$ cat src/tcw_pkg.sv
// Shared constants, codes and types of the text console writer.
`timescale 1ns / 1ps
package tcw_pkg;

   localparam int VALUE_W    = 32;
   localparam int CHAR_W     = 8;
   localparam int COLOR_W    = 8;
   localparam int CELL_W     = 16;
   localparam int POS_W      = 10;
   localparam int ROW_CELLS  = 80;
   localparam int TAB_STEP   = 8;
   localparam int DIGIT_W    = 4;
   localparam int DEC_DIGITS = 10;
   localparam int HEX_CHARS  = 10;
   localparam int BCD_W      = DIGIT_W * DEC_DIGITS;
   localparam int CNT_W      = $clog2(HEX_CHARS + 1);
   localparam int BITCNT_W   = $clog2(VALUE_W + 1);

   typedef enum logic [1:0] {
      FUNC_CHAR = 2'd0,
      FUNC_DEC  = 2'd1,
      FUNC_HEX  = 2'd2,
      FUNC_NONE = 2'd3
   } func_type;

   localparam logic [CHAR_W-1:0] CH_TAB        = 8'd9;
   localparam logic [CHAR_W-1:0] CH_NEWLINE    = 8'd10;
   localparam logic [CHAR_W-1:0] CH_ZERO       = 8'h30;
   localparam logic [CHAR_W-1:0] CH_X          = 8'h78;
   localparam logic [CHAR_W-1:0] CH_HEX_ALPHA  = 8'd55;
   localparam logic [DIGIT_W-1:0] DIGIT_TEN    = 4'd10;
   localparam logic [DIGIT_W-1:0] BCD_ADJ_MIN  = 4'd5;
   localparam logic [DIGIT_W-1:0] BCD_ADJ      = 4'd3;

endpackage

$ cat src/tcw_bcd.sv
// Bit-serial binary to BCD converter (shift and add-3), one bit per cycle.
`timescale 1ns / 1ps
module tcw_bcd
   import tcw_pkg::*;
(
   input  logic               clock,
   input  logic               reset,
   input  logic               start,
   input  logic [VALUE_W-1:0] value,
   output logic               done,
   output logic [BCD_W-1:0]   bcd
);

   logic [VALUE_W-1:0]  shift_ff, shift_in;
   logic [BCD_W-1:0]    bcd_ff, bcd_in;
   logic [BITCNT_W-1:0] count_ff, count_in;
   logic                busy_ff, busy_in;
   logic                done_ff, done_in;
   logic [BCD_W-1:0]    adj;

   always_comb begin
      for (int i = 0; i < DEC_DIGITS; i++) begin
         if (bcd_ff[i*DIGIT_W +: DIGIT_W] >= BCD_ADJ_MIN) begin
            adj[i*DIGIT_W +: DIGIT_W] = bcd_ff[i*DIGIT_W +: DIGIT_W] + BCD_ADJ;
         end else begin
            adj[i*DIGIT_W +: DIGIT_W] = bcd_ff[i*DIGIT_W +: DIGIT_W];
         end
      end
   end

   always_comb begin
      shift_in = shift_ff;
      bcd_in   = bcd_ff;
      count_in = count_ff;
      busy_in  = busy_ff;
      done_in  = 1'b0;
      if (start) begin
         shift_in = value;
         bcd_in   = '0;
         count_in = BITCNT_W'(VALUE_W);
         busy_in  = 1'b1;
      end else if (busy_ff) begin
         bcd_in   = {adj[BCD_W-2:0], shift_ff[VALUE_W-1]};
         shift_in = {shift_ff[VALUE_W-2:0], 1'b0};
         count_in = count_ff - 1'b1;
         if (count_ff == BITCNT_W'(1)) begin
            busy_in = 1'b0;
            done_in = 1'b1;
         end
      end
   end

   always_ff @(posedge clock) begin
      shift_ff <= shift_in;
      bcd_ff   <= bcd_in;
      if (reset) begin
         count_ff <= '0;
         busy_ff  <= 1'b0;
         done_ff  <= 1'b0;
      end else begin
         count_ff <= count_in;
         busy_ff  <= busy_in;
         done_ff  <= done_in;
      end
   end

   assign done = done_ff;
   assign bcd  = bcd_ff;

endmodule

$ cat config.mk
export PLATFORM = sky130hd
export DESIGN_NAME = tcw_bcd
export DESIGN_NICKNAME = d
export VERILOG_FILES = /design/src/tcw_pkg.sv /design/src/tcw_bcd.sv
export SDC_FILE = /design/constraint.sdc
export NUM_CORES = 1
export LEC_CHECK = 0
export ABC_CLOCK_PERIOD_IN_PS = 1800
export BUFFER_PORTS_ARGS = -buffer_cell sky130_fd_sc_hd__buf_2
export CAP_MARGIN = 20
export CORE_MARGIN = 2
export CORE_UTILIZATION = 50
export DETAILED_ROUTE_END_ITERATION = 16
export GPL_TIMING_DRIVEN = 1
export PLACE_DENSITY = 0.83
export SLEW_MARGIN = 20
export SYNTH_ARGS = -nofsm -noshare
export SYNTH_HDL_FRONTEND = slang
export SYNTH_SLANG_ARGS = --single-unit
$ cat constraint.sdc
create_clock -name clock -period 1.8 [get_ports clock]
set_clock_uncertainty 0.2 [all_clocks]
set_input_delay 0.18 -clock clock [delete_from_list [all_inputs] [get_ports clock]]
set_output_delay 0.18 -clock clock [all_outputs]
set_load 0.05 [all_outputs]
==> results of run 1 <==
[where the power goes]
group | switching [mW] | internal [mW]
Clock | 0.663 | 0.762
Combinational | 0.554 | 0.351
Sequential | 0.112 | 2.04
Total | 1.33 | 3.16
[per-layer routing]
layer,vias to the layer above,share of wire
met2,77,0.52
met3,11,0.040
met4,0,0.018
met1,1654,0.42
met5,-,0
li1,1695,-
[through the flow]
stage	total power, mW	area [um2]	utilization	TNS, ps	setup WS, ps
floorplan	2.806	4143	-	-43.98	-43.98
global placement	2.984	4654	0.5962	0	119.8
detailed placement	3.024	4654	0.5962	0	78.26
CTS	4.495	5201	0.6662	0	63.31
global route	4.690	5211	0.6675	0	1.063
finish	4.484	5211	0.6675	0	93.89
[flip-flops by register name, indices dropped and copies added, names as in the netlist]
register and cells:
bcd 40, busy_ff 1, count_ff 6, done 1, shift_ff 32
[synth_stat cells (all sizes together)]
cell type,count
or3,8
nor2,11
nand3,10
and4,2
nor3b,1
o31ai,1
or4,1
a221oi,5
nor4,3
inv,40
o22a,8
nand2b,2
xor2,2
nand4,10
a311o,10
dfxtp,48
mux2i,2
mux2,31
o22ai,8
edfxtp,32
o311ai,1
nand3b,1
a311oi,3
or2,1
ha,22
buf,15
and2,1
nand2,15
nor3,13
o21ai,35
a211oi,2
a21oi,36
xnor2,3
clkbuf,5
o32ai,8
[how the worst min path moves through the flow]
| stage | end | slack [ps] | cells past startpoint |
|---|---|---|---|
| final | shift_ff[24]$_DFFE_PP_ | 200 | 2 |
| after global routing | shift_ff[22]$_DFFE_PP_ | 200 | 2 |
| after CTS | shift_ff[27]$_DFFE_PP_ | 190 | 2 |
| after detailed placement | count_ff[5]$_SDFFE_PP0P_ | 180 | 2 |
| after global placement | count_ff[5]$_SDFFE_PP0P_ | 170 | 2 |
| after floorplan | count_ff[5]$_SDFFE_PP0P_ | 50 | 1 |
[what timing repair did]
| action | in CTS | in global routing |
|---|---|---|
| buffers inserted | 0 | 0 |
| hold buffers | 33 | 0 |
| resized for setup | 0 | 3 |
| endpoints found under the hold margin | 38 | 0 |
| endpoints found under the setup margin | 0 | 3 |
[area by class of cell]
cell class	instances	area (um2)
clock buffers	12	166.4
clock inverters	4	50.05
fillers	611	2596
inverters	40	152.6
multi-input cells	256	1913
flip-flops and latches	80	1991
well taps	102	127.6
repair buffers	117	810.8
[kinds of logic after synthesis]
logic type,Yosys count,synth area share
buffers and inverters,60,0.06144
AO/OA/AOI/OAI,117,0.1957
adder cells (fa/ha/maj),22,0.06759
flip-flops,80,0.4719
multiplexers,33,0.09063
AND/OR/NAND/NOR,79,0.1020
XOR/XNOR,5,0.01075
[layout by cell type (no fill, tap or decap), drive strengths merged]
master       instances
a21oi               36
and4                 2
xnor2                3
clkbuf              12
or3                  8
dlygate4sd3         33
nor3                13
and2                 1
mux2                31
buf                 84
nand2               15
clkinv               2
nand3               10
ha                  22
bufinv               1
o22a                 8
a311oi               3
xor2                 2
clkinvlp             1
nand4               10
o32ai                8
o311ai               1
a211oi               2
o22ai                8
mux2i                2
dfxtp               48
nor2                11
nor4                 3
or2                  1
or4                  1
a311o               10
nor3b                1
edfxtp              32
inv                 40
nand3b               1
nand2b               2
a221oi               5
o31ai                1
o21ai               35
[worst max-delay path, stage by stage, from the launching register on]
cell	delay, ps
dfxtp_4	360
inv_1	80
ha_1	240
inv_1	60
o21ai_1	100
or3_1	350
a221oi_2	230
==> flow_summary.toml, run 1 <==
[setup_path]
crit_path_start_kind = "flip-flop"
worstSetupEndpointType = "flip-flop"
crit_type = "flip-flop to flip-flop"
crit_required_ps = 1870
worst_setup_path_endpoint = "bcd[36]$_SDFFE_PP0P_"
cp.arrival_ps = 1770
cp-startpoint = "bcd[32]$_SDFFE_PP0P_"
r2r_slack_ps = 90
critPathMaxFanout = 4
reg2reg_depth = 6
r2r_start = "bcd[32]$_SDFFE_PP0P_"
r2r-end = "bcd[36]$_SDFFE_PP0P_"

[synth]
synthTopCellsByArea = "dfxtp_1, edfxtp_1, mux2_2"
netlist_area_um2 = 4073
avgSynthCellArea_um2 = 10.28
synth_top_area_frac = 0.2359
yosysTopAreaCell = "dfxtp_1"
yosysWarnings = 0
syn_nets = 453
ys_ff_latch = 80
syn_inst = 396
yosysUniqueCellTypes = 40
yosysSeqAreaShare = 0.4719

[floorplanning]
die_h_um = 94.25
start_util = 0.5216
die_x_um = 94.25
io_pins = 76
die_area_um2 = 8883
core_um2 = 7807
fp-row-count = 32

[detailed_routing]
first_pass_iters = 4
vias = 3437
post_drt_wl_per_cell_um = 15.06
via_per_inst = 5.625
totalWireLength_um = 9201
drt_iter0_drc = 236
ant_nets = 0
drc = 0

[clocking]
root_buffer = "clkbuf_8"
cts_num_sinks = 80
cts_max_level = 3
cts_buffer_depth = 2
clkTransAtPathRegs_ps = 90
insertion_delay_ps = 360
cts_buffers = 9
cts_tree = "built"

[power]
ir_drop_mv = 0.4342
p_leak_nw = 2.004
powerDensity_nw_per_um2 = 860.4

[final_layout]
area_growth_pct = 27.96
drive_above_1_share = 0.3242
num_antenna_cells = 0
fin_cells = 611
fin_nets = 561

[placed_design]
dp_cells = 562
port-buffer-count = 75
gp_congestion = 0.8363
dp_hpwl_um = 5933

[global_route]
top_usage_layer = "met2"
grtUsageMet2 = 0.3732
grt_max_degree = 38
antenna_found_initial = 0
grtUsageMet1 = 0.2530
grt_first_pass_wirelength_um = 14700
track_usage = 0.2143
met3_usage = 0.04575
grt.overflow.total = 0
grt_pass1_vias = 3199

[sta]
setup-violations-final = 0
rsz0062_at_grt = "false"
finalHoldWorstSlack_ps = 200.3
min_period_ps = 1706
fmax_mhz = 586.1
slew_headroom = 0.7703
tightest_slew_ps = 344.5
maxSlewViolCount = 0
hold_viol_final = 0
period_share = 0.9478

[hold_path]
hold_class = "input port to flip-flop"
worstHoldStart = "start"

[outcome]
status = "finished clean"

[flow_run]
maxCapViolCount = 0
Note: power is estimated with default switching activity, not from simulation.
==> inputs of run 2 (changes only) <==
--- a/config.mk
+++ b/config.mk
@@ -5,14 +5,14 @@
 export SDC_FILE = /design/constraint.sdc
 export NUM_CORES = 1
 export LEC_CHECK = 0
-export ABC_CLOCK_PERIOD_IN_PS = 1800
+export ABC_CLOCK_PERIOD_IN_PS = 2050
 export BUFFER_PORTS_ARGS = -buffer_cell sky130_fd_sc_hd__buf_2
 export CAP_MARGIN = 20
 export CORE_MARGIN = 2
-export CORE_UTILIZATION = 50
+export CORE_UTILIZATION = 60
 export DETAILED_ROUTE_END_ITERATION = 16
 export GPL_TIMING_DRIVEN = 1
-export PLACE_DENSITY = 0.83
+export PLACE_DENSITY = 0.92
 export SLEW_MARGIN = 20
 export SYNTH_ARGS = -nofsm -noshare
 export SYNTH_HDL_FRONTEND = slang
==> constraint.sdc (replaced) <==
create_clock -name clock -period 2.05 [get_ports clock]
set_clock_uncertainty 0.2 [all_clocks]
set_input_delay 0.205 -clock clock [delete_from_list [all_inputs] [get_ports clock]]
set_output_delay 0.205 -clock clock [all_outputs]
set_load 0.05 [all_outputs]
==> flow_summary.toml, run 2 (same netlist as run 1, synthesis figures left out) <==
[sta]
maxSlewViolCount = 0
period_share = 0.9082
slew_headroom = 0.6940
tightest_slew_ps = 459.0
fmax_mhz = 537.1
setup-violations-final = 0
rsz0062_at_grt = "false"
hold_viol_final = 0
min_period_ps = 1862
setup-tns-final_ps = 0

[setup_path]
cp.arrival_ps = 1920
crit_type = "flip-flop to flip-flop"
critPathMaxFanout = 4
crit_path_start_kind = "flip-flop"
crit_required_ps = 2100
worstSetupEndpointType = "flip-flop"

[global_route]
grt.overflow.total = 0
track_usage = 0.3038
grt_max_degree = 50
grt_pass1_vias = 3578
grt_first_pass_wirelength_um = 17410
antenna_found_initial = 0

[clocking]
cts_tree = "built"
cts_num_sinks = 80
ctsResizeCount = 0
clkTransAtPathRegs_ps = 100
root_buffer = "clkbuf_8"
insertion_delay_ps = 370
cts_buffer_depth = 2
cts_buffers = 9
ctsHoldBuffers = 33
cts_max_level = 3
postCtsSetupBuffers = 0

[power]
ir_drop_mv = 0.5777
p_leak_nw = 1.969
p_total_mw = 4.006
powerDensity_nw_per_um2 = 790.9

[floorplanning]
fp-row-count = 30
die_h_um = 86.39
die_area_um2 = 7462
die_x_um = 86.39
core_um2 = 6681
io_pins = 76
start_util = 0.6096

[final_layout]
fillers = 437
regArea_um2 = 1928
area_growth_pct = 24.36
num_antenna_cells = 0
fin_nets = 559
drive_above_1_share = 0.2860
mostFrequentLayoutCell = "buf_2"
final_cell_mix = "buf_2, dfxtp_1, inv_1, a21oi_1, dlygate4sd3_1"
largest_reg_flops = 40
multi_input_area_um2 = 1901

[outcome]
status = "finished clean"

[detailed_routing]
drc = 0
ant_nets = 0
totalWireLength_um = 11130
via_per_inst = 6.261
vias = 3675
drt_iter0_drc = 263
first_pass_iters = 5
post_drt_wl_per_cell_um = 18.96

[placed_design]
port-buffer-count = 75
dp_hpwl_um = 6240
gp_congestion = 0.8357

[flow_run]
maxCapViolCount = 0

[hold_path]
hold_class = "input port to flip-flop"
==> run 2: worst paths after layout <==
path / start / endpoint / slack, ps / depth (start not counted)
setup / recovery: bcd[1]$_SDFFE_PP0P_ / bcd[2]$_SDFFE_PP0P_ / 190 / 6
hold / removal: start / count_ff[5]$_SDFFE_PP0P_ / 80 / 3
setup reg to reg: bcd[1]$_SDFFE_PP0P_ / bcd[2]$_SDFFE_PP0P_ / 190 / 6
hold reg to reg: bcd[39]$_SDFFE_PP0P_ / bcd[39]$_SDFFE_PP0P_ / 300 / 2
==> run 2: routing by layer <==
| layer | vias up | global-route usage | wire (um) |
|---|---|---|---|
| met3 | 32 | 0.05619 | 654 |
| met5 | - | 0 | 0 |
| met1 | 1776 | 0.3358 | 4030 |
| li1 | 1693 | - | - |
| met4 | 0 | 0.1903 | 571 |
| met2 | 174 | 0.5357 | 5870 |
==> run 2: where the power goes <==
group / internal, mW / switching, mW / leakage [nW]
clock: 0.589 / 0.692 / 0.104
sequential: 1.80 / 0.110 / 0.717
combinational: 0.300 / 0.514 / 1.15
total: 2.69 / 1.32 / 1.97
==> run 2: through the flow <==
step                      setup WS, ps  utilization  area [um2]  hold slack (ps)  cells
after floorplan                  2.665            -        4078            74.07    396
after global placement           341.8       0.6768        4522            187.0    538
after detailed placement         249.6       0.6768        4522            186.4    538
after CTS                        218.3       0.7581        5065            76.28    587
after global routing             105.8       0.7581        5065            90.53    587
final                            188.2       0.7581        5065            80.96    587
==> run 2: layout make-up <==
cell class | count | area share
Clock inverter | 7 | 0.01754
Timing Repair Buffer | 115 | 0.1522
Clock buffer | 9 | 0.02446
Tap cell | 80 | 0.01976
Sequential cell | 80 | 0.3807
Multi-Input combinational cell | 256 | 0.3752
Inverter | 40 | 0.03014
==> run 2: worst max-delay path, cell delays in order, from the launching register on <==
cell and delay [ps]:
dfxtp_1 400, inv_1 100, ha_1 180, nand2b_1 150, a21oi_1 280, nor4_1 100, a311o_1 340
==> inputs of run 3 (changes only) <==
--- a/config.mk
+++ b/config.mk
@@ -5,7 +5,7 @@
 export SDC_FILE = /design/constraint.sdc
 export NUM_CORES = 1
 export LEC_CHECK = 0
-export ABC_CLOCK_PERIOD_IN_PS = 2050
+export ABC_CLOCK_PERIOD_IN_PS = 2200
 export BUFFER_PORTS_ARGS = -buffer_cell sky130_fd_sc_hd__buf_2
 export CAP_MARGIN = 20
 export CORE_MARGIN = 2
==> constraint.sdc (replaced) <==
create_clock -name clock -period 2.2 [get_ports clock]
set_clock_uncertainty 0.2 [all_clocks]
set_input_delay 0.22 -clock clock [delete_from_list [all_inputs] [get_ports clock]]
set_output_delay 0.22 -clock clock [all_outputs]
set_load 0.05 [all_outputs]
==> flow_summary.toml, run 3 (same netlist as run 1, synthesis figures left out) <==
[outcome]
status = "finished clean"

[global_route]
grt_max_degree = 60
grt.overflow.total = 0
grt_first_pass_wirelength_um = 15850
grt_pass1_vias = 3229
antenna_found_initial = 0
track_usage = 0.2766

[clocking]
ctsResizeCount = 0
cts_tree = "built"
insertion_delay_ps = 360
postCtsSetupBuffers = 0
clkTransAtPathRegs_ps = 90
cts_buffer_depth = 2
cts_buffers = 9
cts_num_sinks = 80
root_buffer = "clkbuf_8"
cts_max_level = 3

[sta]
rsz0062_at_grt = "false"
finalHoldWorstSlack_ps = 45.46
hold_viol_final = 0
setup-violations-final = 0
setup-tns-final_ps = 0
min_period_ps = 1896
fmax_mhz = 527.4
maxSlewViolCount = 0
tightest_slew_ps = 441.9
slew_headroom = 0.7054
period_share = 0.8618

[setup_path]
r2r_start = "bcd[1]$_SDFFE_PP0P_"
worstSetupEndpointType = "flip-flop"
r2r_slack_ps = 300
worst-path-stages = 6
reg2reg_depth = 6
cp_top_family = "compound AO/OA/AOI/OAI gates"
critPathMaxFanout = 4
crit_required_ps = 2250
max_stage_delay_ps = 390
crit_type = "flip-flop to flip-flop"
crit_path_start_kind = "flip-flop"
cp_slowest_cell = "dfxtp_1"
cp.arrival_ps = 1950
crit_buf_inv = 1
crit_path_cell_trace = "inv_1 > ha_1 > nand2b_1 > a21oi_1 > nor4_1 > a311o_1"
r2r-end = "bcd[2]$_SDFFE_PP0P_"

[final_layout]
drive_above_1_share = 0.2752
design_area_um2 = 5059
multi_input_area_um2 = 1901
area_growth_pct = 24.21
regArea_um2 = 1923
num_antenna_cells = 0
fin_cells = 585
mostFrequentLayoutCell = "buf_2"
largest_reg_flops = 40
fin_nets = 557
final_cell_mix = "buf_2, dfxtp_1, inv_1, a21oi_1, dlygate4sd3_1"
fillers = 422

[detailed_routing]
totalWireLength_um = 10430
via_per_inst = 6.070
drt_iter0_drc = 344
ant_nets = 0
vias = 3551
drc = 0
first_pass_iters = 5
post_drt_wl_per_cell_um = 17.84

[placed_design]
port-buffer-count = 75
dp_hpwl_um = 5711
postPlaceCellArea_um2 = 4502
gp_congestion = 0.8661
dp_cells = 536

[floorplanning]
io_pins = 76
die_x_um = 86.39
die_area_um2 = 7462
fp-row-count = 30
core_um2 = 6681
start_util = 0.6096
die_h_um = 86.39

[power]
p_leak_nw = 1.964
ir_drop_mv = 0.5606
powerDensity_nw_per_um2 = 752.0

[flow_run]
maxCapViolCount = 0

[hold_path]
holdPathStages = 3
worstHoldEndpoint = "count_ff[0]$_SDFFE_PP0P_"
hold_class = "input port to flip-flop"
worstHoldStart = "start"
-- run 3: cell count changes in the layout (fill, tap and decap cells not counted), sizes merged --
cell,change
bufinv,+1
inv,-1
buf,-2
-- run 3: how the worst max path moves through the flow --
stage,startpoint,endpoint,slack [ps]
2_1_floorplan,bcd[20]$_SDFFE_PP0P_,bcd[24]$_SDFFE_PP0P_,150
3_3_place_gp,bcd[8]$_SDFFE_PP0P_,bcd[12]$_SDFFE_PP0P_,490
3_5_place_dp,bcd[4]$_SDFFE_PP0P_,bcd[8]$_SDFFE_PP0P_,430
4_1_cts,bcd[1]$_SDFFE_PP0P_,bcd[2]$_SDFFE_PP0P_,400
5_1_grt,bcd[1]$_SDFFE_PP0P_,bcd[2]$_SDFFE_PP0P_,210
6_report,bcd[1]$_SDFFE_PP0P_,bcd[2]$_SDFFE_PP0P_,300
-- run 3: cell type report --
class                           instances  area share
Sequential cell                        80      0.3802
Inverter                               40     0.03018
Tap cell                               80     0.01979
Clock buffer                            9     0.02449
Clock inverter                          7     0.02028
Timing Repair Buffer                  113      0.1494
Multi-Input combinational cell        256      0.3757
-- run 3: report_power, final --
| part | internal [mW] | switching [mW] |
|---|---|---|
| combinational | 0.275 | 0.459 |
| clock | 0.652 | 0.631 |
| sequential | 1.68 | 0.110 |
-- run 3: worst register-to-register path, cell delays in order (launching register included) --
cell      delay [ps]
dfxtp_1          390
inv_1             90
ha_1             180
nand2b_1         150
a21oi_1          330
nor4_1           110
a311o_1          340
-- run 3: metal layers --
metal | share of wire | up-vias | global-route usage
met5 | 0 | - | 0
met4 | 0.052 | 0 | 0.1648
met3 | 0.051 | 36 | 0.05048
met2 | 0.49 | 162 | 0.4462
met1 | 0.40 | 1669 | 0.3465
li1 | - | 1684 | -
-- run 3: metrics by stage --
| step | setup WS [ps] | util | total power [mW] |
|---|---|---|---|
| 2_1_floorplan | 148.6 | - | 2.299 |
| 3_3_place_gp | 485.6 | 0.6738 | 2.430 |
| 3_5_place_dp | 425.5 | 0.6738 | 2.465 |
| 4_1_cts | 399.6 | 0.7556 | 3.729 |
| 5_1_grt | 211.8 | 0.7571 | 3.927 |
| 6_report | 304.1 | 0.7571 | 3.804 |
-- run 3: repair_timing --
| action | CTS | global route |
|---|---|---|
| setup endpoints to repair | 0 | 0 |
| hold buffers | 32 | 1 |
| endpoints found under the hold margin | 33 | 1 |
